File: config.mk
export PLATFORM = sky130hd
export DESIGN_NAME = double_to_single_round_nearest_flat
export DESIGN_NICKNAME = d
export VERILOG_FILES = /design/src/rtl/dsr_pkg.sv /design/src/rtl/dsr_stream_if.sv /design/src/rtl/double_to_single_round_nearest.sv /design/src/flat_wrapper.sv
export SDC_FILE = /design/constraint.sdc
export NUM_CORES = 1
export LEC_CHECK = 0
export ABC_AREA = 1
export BUFFER_PORTS_ARGS = -buffer_cell sky130_fd_sc_hd__buf_2
export CAP_MARGIN = 20
export CORE_MARGIN = 2
export CORE_UTILIZATION = 50
export CTS_CLUSTER_SIZE = 30
export DETAILED_ROUTE_END_ITERATION = 10
export PLACE_DENSITY_LB_ADDON = 0.25
export SETUP_SLACK_MARGIN = 0.02
export SYNTH_ARGS = -nofsm -noshare
export SYNTH_HDL_FRONTEND = slang
export SYNTH_SLANG_ARGS = --single-unit
File: constraint.sdc
create_clock -name clk -period 7 [get_ports clk]
set_clock_uncertainty 0.1 [all_clocks]
set_input_delay 0.35 -clock clk [delete_from_list [all_inputs] [get_ports clk]]
set_output_delay 0.35 -clock clk [all_outputs]
set_load 0.005 [all_outputs]
File: src/rtl/dsr_pkg.sv
// ----------------------------------------------------------------------------
// dsr_pkg
// Shared widths and constants for the binary64 to binary32 rounding pipeline.
// ----------------------------------------------------------------------------
`default_nettype none
package dsr_pkg;
	localparam int unsigned DATA_W = 64;
	localparam logic [31:0] F32_INF = 32'h7f80_0000;
	localparam logic [10:0] D64_EXP_MAX = 11'h7ff;
	localparam logic [63:0] D64_INF = 64'h7ff0_0000_0000_0000;
	localparam logic [10:0] EXP_BIAS_DIFF = 11'd896;
	localparam logic [10:0] SUB_BIAS = 11'd874;
endpackage
`default_nettype wire

File: src/rtl/dsr_stream_if.sv
// ----------------------------------------------------------------------------
// dsr_stream_if
// Valid/ready channel carrying one payload word.
// ----------------------------------------------------------------------------
`default_nettype none
interface dsr_stream_if #(parameter int unsigned W = 64);
	logic valid;
	logic ready;
	logic [W-1:0] data;
	modport source (output valid, output data, input ready);
	modport sink (input valid, input data, output ready);
endinterface
`default_nettype wire

File: src/rtl/double_to_single_round_nearest.sv
// ----------------------------------------------------------------------------
// double_to_single_round_nearest
// Rounds a binary64 value to binary32 precision, round to nearest even, and
// returns the binary64 pattern of the rounded value.
// ----------------------------------------------------------------------------
// One request is accepted every cycle while the output is not stalled; each
// result passes through three register stages (decode and shift, round,
// repack with leading-one search), and a stall holds every stage in place.
// keep_double is sampled per request as it enters the first stage.
`default_nettype none
module double_to_single_round_nearest
	import dsr_pkg::*;
(
	input wire logic clk,
	input wire logic arst_n,
	dsr_stream_if.sink cfg,
	dsr_stream_if.sink in_ch,
	dsr_stream_if.source out_ch
);
	logic keep_q;
	logic v_s1, v_s2, v_s3;
	logic adv;
	assign adv = !v_s3 || out_ch.ready;
	assign in_ch.ready = adv;
	assign cfg.ready = 1'b1;

	// stage 1 decode and align
	logic [63:0] x;
	logic [10:0] e;
	logic pass;
	logic [11:0] fe;
	logic [5:0] sh;
	logic zero_c, inf_c;
	logic [52:0] sig;
	logic [24:0] q_c;
	logic [54:0] low_c;
	logic grd_c, stk_c;
	assign x = in_ch.data;
	assign e = x[62:52];
	assign pass = keep_q || e == D64_EXP_MAX || x[62:0] == 63'd0;
	assign fe = {1'b0, e} - {1'b0, EXP_BIAS_DIFF};
	assign sig = {1'b1, x[51:0]};
	always_comb begin
		zero_c = 1'b0;
		inf_c = 1'b0;
		sh = 6'd29;
		if (e == 11'd0) zero_c = 1'b1;
		else if (!fe[11] && fe >= 12'd255) inf_c = 1'b1;
		else if (!fe[11] && fe != 12'd0) sh = 6'd29;
		else if ($signed(fe) < -12'sd24) zero_c = 1'b1;
		else sh = 6'(12'd30 - fe);
		q_c = 25'({2'b0, sig} >> sh);
		low_c = {2'b0, sig} << (6'd55 - sh);
		grd_c = low_c[54];
		stk_c = |low_c[53:0];
	end

	logic [63:0] x_s1;
	logic pass_s1, zero_s1, inf_s1, grd_s1, stk_s1, norm_s1;
	logic [24:0] q_s1;
	logic [7:0] fe_s1;
	always_ff @(posedge clk or negedge arst_n) begin
		if (!arst_n) begin
			keep_q <= 1'b0;
			v_s1 <= 1'b0;
			v_s2 <= 1'b0;
			v_s3 <= 1'b0;
		end else begin
			if (cfg.valid) keep_q <= cfg.data[0];
			if (adv) begin
				v_s1 <= in_ch.valid;
				v_s2 <= v_s1;
				v_s3 <= v_s2;
			end
		end
	end
	always_ff @(posedge clk) begin
		if (adv) begin
			x_s1 <= x;
			pass_s1 <= pass;
			zero_s1 <= zero_c;
			inf_s1 <= inf_c;
			grd_s1 <= grd_c;
			stk_s1 <= stk_c;
			q_s1 <= q_c;
			norm_s1 <= !fe[11] && fe != 12'd0;
			fe_s1 <= fe[7:0];
		end
	end

	// stage 2 round
	logic [31:0] fb_c;
	logic [32:0] qr;
	always_comb begin
		qr = 33'(q_s1) + 33'(grd_s1 && (stk_s1 || q_s1[0]));
		if (norm_s1) qr = qr + ({25'd0, fe_s1 - 8'd1} << 23);
		if (zero_s1) fb_c = 32'd0;
		else if (inf_s1 || qr >= {1'b0, F32_INF}) fb_c = F32_INF;
		else fb_c = qr[31:0];
	end
	logic [63:0] x_s2;
	logic pass_s2;
	logic [31:0] fb_s2;
	always_ff @(posedge clk) begin
		if (adv) begin
			x_s2 <= x_s1;
			pass_s2 <= pass_s1;
			fb_s2 <= fb_c;
		end
	end

	// stage 3 repack
	logic [4:0] p;
	logic [63:0] mag, res_c;
	logic [22:0] fr;
	always_comb begin
		fr = fb_s2[22:0];
		p = 5'd0;
		for (int i = 0; i < 23; i++) if (fr[i]) p = 5'(i);
		if (fb_s2 >= F32_INF) mag = D64_INF;
		else if (fb_s2 == 32'd0) mag = 64'd0;
		else if (fb_s2[30:23] != 8'd0)
			mag = {1'b0, {3'b0, fb_s2[30:23]} + EXP_BIAS_DIFF, fr, 29'd0};
		else
			mag = {1'b0, {6'd0, p} + SUB_BIAS,
				52'(({29'd0, fr} & ~(52'd1 << p)) << (6'd52 - {1'b0, p}))};
		res_c = pass_s2 ? x_s2 : {x_s2[63], mag[62:0]};
	end
	logic [63:0] res_s3;
	always_ff @(posedge clk) begin
		if (adv) res_s3 <= res_c;
	end
	assign out_ch.valid = v_s3;
	assign out_ch.data = res_s3;
endmodule
`default_nettype wire
File: src/flat_wrapper.sv
// flat-port wrapper written by rule: the top's interface ports become plain ports
module double_to_single_round_nearest_flat import dsr_pkg::*;
  (clk, arst_n, cfg_valid, cfg_data, cfg_ready, in_ch_valid, in_ch_data, in_ch_ready, out_ch_valid, out_ch_data, out_ch_ready);
  dsr_stream_if cfg_i ();
  dsr_stream_if in_ch_i ();
  dsr_stream_if out_ch_i ();
  input wire logic clk;
  input wire logic arst_n;
  input wire logic [$bits(cfg_i.valid)-1:0] cfg_valid;
  input wire logic [$bits(cfg_i.data)-1:0] cfg_data;
  output wire logic [$bits(cfg_i.ready)-1:0] cfg_ready;
  input wire logic [$bits(in_ch_i.valid)-1:0] in_ch_valid;
  input wire logic [$bits(in_ch_i.data)-1:0] in_ch_data;
  output wire logic [$bits(in_ch_i.ready)-1:0] in_ch_ready;
  output wire logic [$bits(out_ch_i.valid)-1:0] out_ch_valid;
  output wire logic [$bits(out_ch_i.data)-1:0] out_ch_data;
  input wire logic [$bits(out_ch_i.ready)-1:0] out_ch_ready;
  assign cfg_i.valid = cfg_valid;
  assign cfg_i.data = cfg_data;
  assign cfg_ready = cfg_i.ready;
  assign in_ch_i.valid = in_ch_valid;
  assign in_ch_i.data = in_ch_data;
  assign in_ch_ready = in_ch_i.ready;
  assign out_ch_valid = out_ch_i.valid;
  assign out_ch_data = out_ch_i.data;
  assign out_ch_i.ready = out_ch_ready;
  double_to_single_round_nearest u_core (.clk(clk), .arst_n(arst_n), .cfg(cfg_i), .in_ch(in_ch_i), .out_ch(out_ch_i));
endmodule
==> results.py <==
metrics = {
    "status": {
        "status": "completed",
    },
    "timing": {
        "tightest_slew_ns": 1.054,
        "drv_slew": 0,
        "rsz0062_at_grt": "no",
        "slew_headroom_pct": 29.54,
        "whs_ns": 0.05109,
        "period_needed_ns": 5.480,
        "max_freq_ghz": 0.1825,
        "setup_violations": 0,
        "finalCritPeriodShare_pct": 78.28,
        "final_hold_viol_count": 0,
        "fin_setup_tns_ns": 0,
    },
    "synth": {
        "postSynth.asyncResetShare_pct": 1.533,
        "synth_seq_cells": 261,
        "yosysSeqAreaShare_pct": 45.42,
        "synthesis.nets": 2402,
        "syn_area_um2": 17210,
        "ys_warn_count": 0,
        "synthCells": 2249,
        "synth.distinct_cells": 62,
        "synthFlopType": "edfxtp_1",
        "avgSynthCellArea_um2": 7.652,
        "synth_edf_count": 257,
    },
    "worst_setup_path": {
        "start_kind": "flop",
        "critPathCaptureType": "flop",
        "worstPathArrival_ns": 5.63,
        "max_stage_delay_ns": 0.42,
        "cp.required_ns": 7.15,
        "cp_slowest_cell": "fa_1",
        "worst-setup-path-type": "flop to flop",
        "path_max_fanout": 23,
    },
    "layout": {
        "drive_gt1_share_pct": 11.72,
        "nNetsFinal": 2546,
        "layout_common_cells": "705 x nand2_1, 266 x nand3_1, 257 x edfxtp_1, 216 x o21ai_0, 195 x inv_1",
        "fillCellCount": 3097,
        "multi_input_area_um2": 8112,
        "register_area_um2": 7818,
        "layout_commonest_cell": "nand2_1",
        "area_delta_synth_final_pct": 15.23,
    },
    "global_route": {
        "grt_pass1_vias": 15160,
        "antenna_found_initial": 4,
        "track_usage_pct": 31.89,
        "grt_pass1_wl_mm": 87.92,
        "overflow": 0,
        "grt_max_degree": 192,
    },
    "clock_tree": {
        "cts_tree": "built",
        "clock_latency_ns": 0.56,
        "cts_resized": 0,
        "clockBufferDepth": 3,
        "cts_htree_levels": 1,
        "cts_num_sinks": 261,
        "clockRootBuffer": "clkbuf_16",
        "clk_pin_slew_worst_paths_ns": 0.06,
        "cts_made_buffers": 28,
        "postCtsSetupRepairBufs": 0,
    },
    "routing": {
        "viasPerCell": 5.645,
        "vias": 16180,
        "dr.first_iter.drc_count": 1510,
        "dr.pass1.iters": 6,
        "drc": 0,
        "final_antenna_net_count": 0,
        "wl_per_cell_um": 19.97,
        "wl_mm": 57.24,
    },
    "hold_path": {
        "worstHoldPathType": "primary input to async pin",
    },
    "power": {
        "peakVddDrop_mv": 0.3996,
        "p_seq_share_pct": 32.6,
        "p_leak_nw": 8.741,
        "p_clk_share_pct": 22.2,
        "p_sw_share_pct": 43.13,
        "internal_power_w": 0.004066,
        "powerDensity_nw_per_um2": 360.5,
        "pwr-share-comb_pct": 45.2,
        "p_switching_w": 0.003084,
    },
    "floorplanning": {
        "initial_utilization_pct": 51.07,
        "die_area_um2": 35920,
        "core-area_um2": 33700,
        "dieWidth_um": 189.5,
        "rows": 67,
        "ios": 200,
        "die_h_um": 189.5,
    },
    "place": {
        "dpl.hpwl_mm": 42.51,
        "gp_congestion": 0.9570,
        "port_buffers": 135,
    },
    "run": {
        "cap_violations": 0,
    },
}
worst paths after layout:
check	start	endpoint	slack, ns	cells after the start
worst max-delay path	u_core.q_s1[0]	u_core.fb_s2[13]	1.52	33
worst min-delay path	arst_n	u_core.v_s2	0.05	2
worst max register to register	u_core.q_s1[0]	u_core.fb_s2[13]	1.52	33
worst min register to register	u_core.x_s1[50]	u_core.x_s2[50]	0.31	0
max in group asynchronous	arst_n	u_core.keep_q	6.63	2
min in group clk	u_core.x_s1[50]	u_core.x_s2[50]	0.31	0
sequential cells by signal, summed over array words and instances, names as in the netlist:
register             count
u_core.out_ch.data      64
u_core.x_s2             64
u_core.x_s1             57
u_core.fb_s2            32
u_core.q_s1             25
u_core.fe_s1             8
u_core.grd_s1            1
u_core.inf_s1            1
u_core.keep_q            1
u_core.norm_s1           1
u_core.out_ch.valid      1
u_core.pass_s1           1
u_core.pass_s2           1
u_core.stk_s1            1
u_core.v_s1              1
u_core.v_s2              1
u_core.zero_s1           1
logic make-up (layout without fill, tap and decap cells):
logic type      after synthesis  in the layout  share of synthesized area, %
fa+ha+maj                    20             20                         1.498
flops                       261            261                         45.42
xor+xnor                     18             18                        0.9160
other cells                   2              5                       0.04364
simple gates               1221           1221                         31.65
compound gates              394            394                         12.27
mux                          10             10                        0.5962
buf+inv                     323            489                         7.604
worst max-delay path, delay by kind of cell (launching register included):
family | cells | cell delay (ns)
adders and majority gates | 3 | 0.83
AOI/OAI and AO/OA | 3 | 0.44
DFF | 1 | 0.37
xor gates and xnor gates | 1 | 0.20
and+or+nand+nor | 24 | 3.08
buffers and inverters | 2 | 0.16
metrics by stage:
step / power [W] / utilization [%] / setup slack (ns) / std cells / area, µm²
final: 0.007149 / 58.85 / 1.520 / 2866 / 19830
after detailed placement: 0.005508 / 53.87 / 1.584 / 2743 / 18150
after global routing: 0.007607 / 58.85 / 1.021 / 2866 / 19830
after CTS: 0.007117 / 58.77 / 1.529 / 2861 / 19800
after global placement: 0.005493 / 53.87 / 1.719 / 2743 / 18150
after floorplan: 0.004519 / - / 0.05789 / 2249 / 17210
repair_timing:
| action | in CTS | in global routing |
|---|---|---|
| hold endpoints to repair | 68 | 2 |
| hold buffers | 66 | 2 |
| setup endpoints to repair | 0 | 0 |
area by class of cell:
cell class                 instances  area share (%)
sequential                       261           39.42
tap                              448           2.827
timing repair buffer             229           7.886
clock inverter                    19           1.363
clock buffer                      33           3.628
multi-input combinational       1665           40.90
inverter                         208           3.937
antenna                            3         0.03785
Yosys cell counts, types with 4 or more instances:
library cell / n / area share [%]
nor3b_1: 4 / 0.17
edfxtp_1: 257 / 45
nand2_1: 707 / 15
xor2_1: 12 / 0.61
nor3_2: 4 / 0.23
o211ai_1: 18 / 0.79
xnor2_1: 6 / 0.31
inv_1: 195 / 4.3
and2_1: 7 / 0.25
nand4_1: 23 / 0.84
nor2_4: 14 / 0.92
o22ai_1: 8 / 0.29
nand3_1: 266 / 7.7
or2_2: 17 / 0.62
o21ai_0: 216 / 6.3
nor2_2: 7 / 0.25
buf_2: 25 / 0.73
mux2i_1: 8 / 0.47
o21ai_1: 25 / 0.73
a21oi_1: 94 / 2.7
o21a_1: 6 / 0.26
nor3b_2: 6 / 0.44
a31oi_1: 9 / 0.33
inv_2: 6 / 0.13
nor3_1: 18 / 0.52
nand3_2: 4 / 0.23
buf_6: 4 / 0.26
nor4_1: 20 / 0.73
dfrtp_1: 4 / 0.58
clkinv_1: 7 / 0.15
nand2_2: 5 / 0.18
nor2_1: 108 / 2.4
buf_1: 10 / 0.22
ha_1: 19 / 1.4
clkbuf_1: 72 / 1.6
metal layers:
metal / vias to the layer above / track usage [%] / part of all wire [%]
met5: - / 0 / 0
met2: 677 / 54.07 / 48
met1: 7431 / 40.07 / 40
met4: 0 / 17.83 / 6.4
met3: 160 / 3.170 / 5.8
li1: 7912 / - / -
power by group through the flow:
| stage | sequential (W) | clock [W] | combinational (W) |
|---|---|---|---|
| after CTS | 0.00233 | 0.00160 | 0.00320 |
| after detailed placement | 0.00236 | 0 | 0.00315 |
| after global routing | 0.00237 | 0.00167 | 0.00358 |
| after global placement | 0.00234 | 0 | 0.00315 |
| final | 0.00233 | 0.00158 | 0.00323 |
| after floorplan | 0.00237 | 0 | 0.00214 |
(Power assumes the default switching activity.)
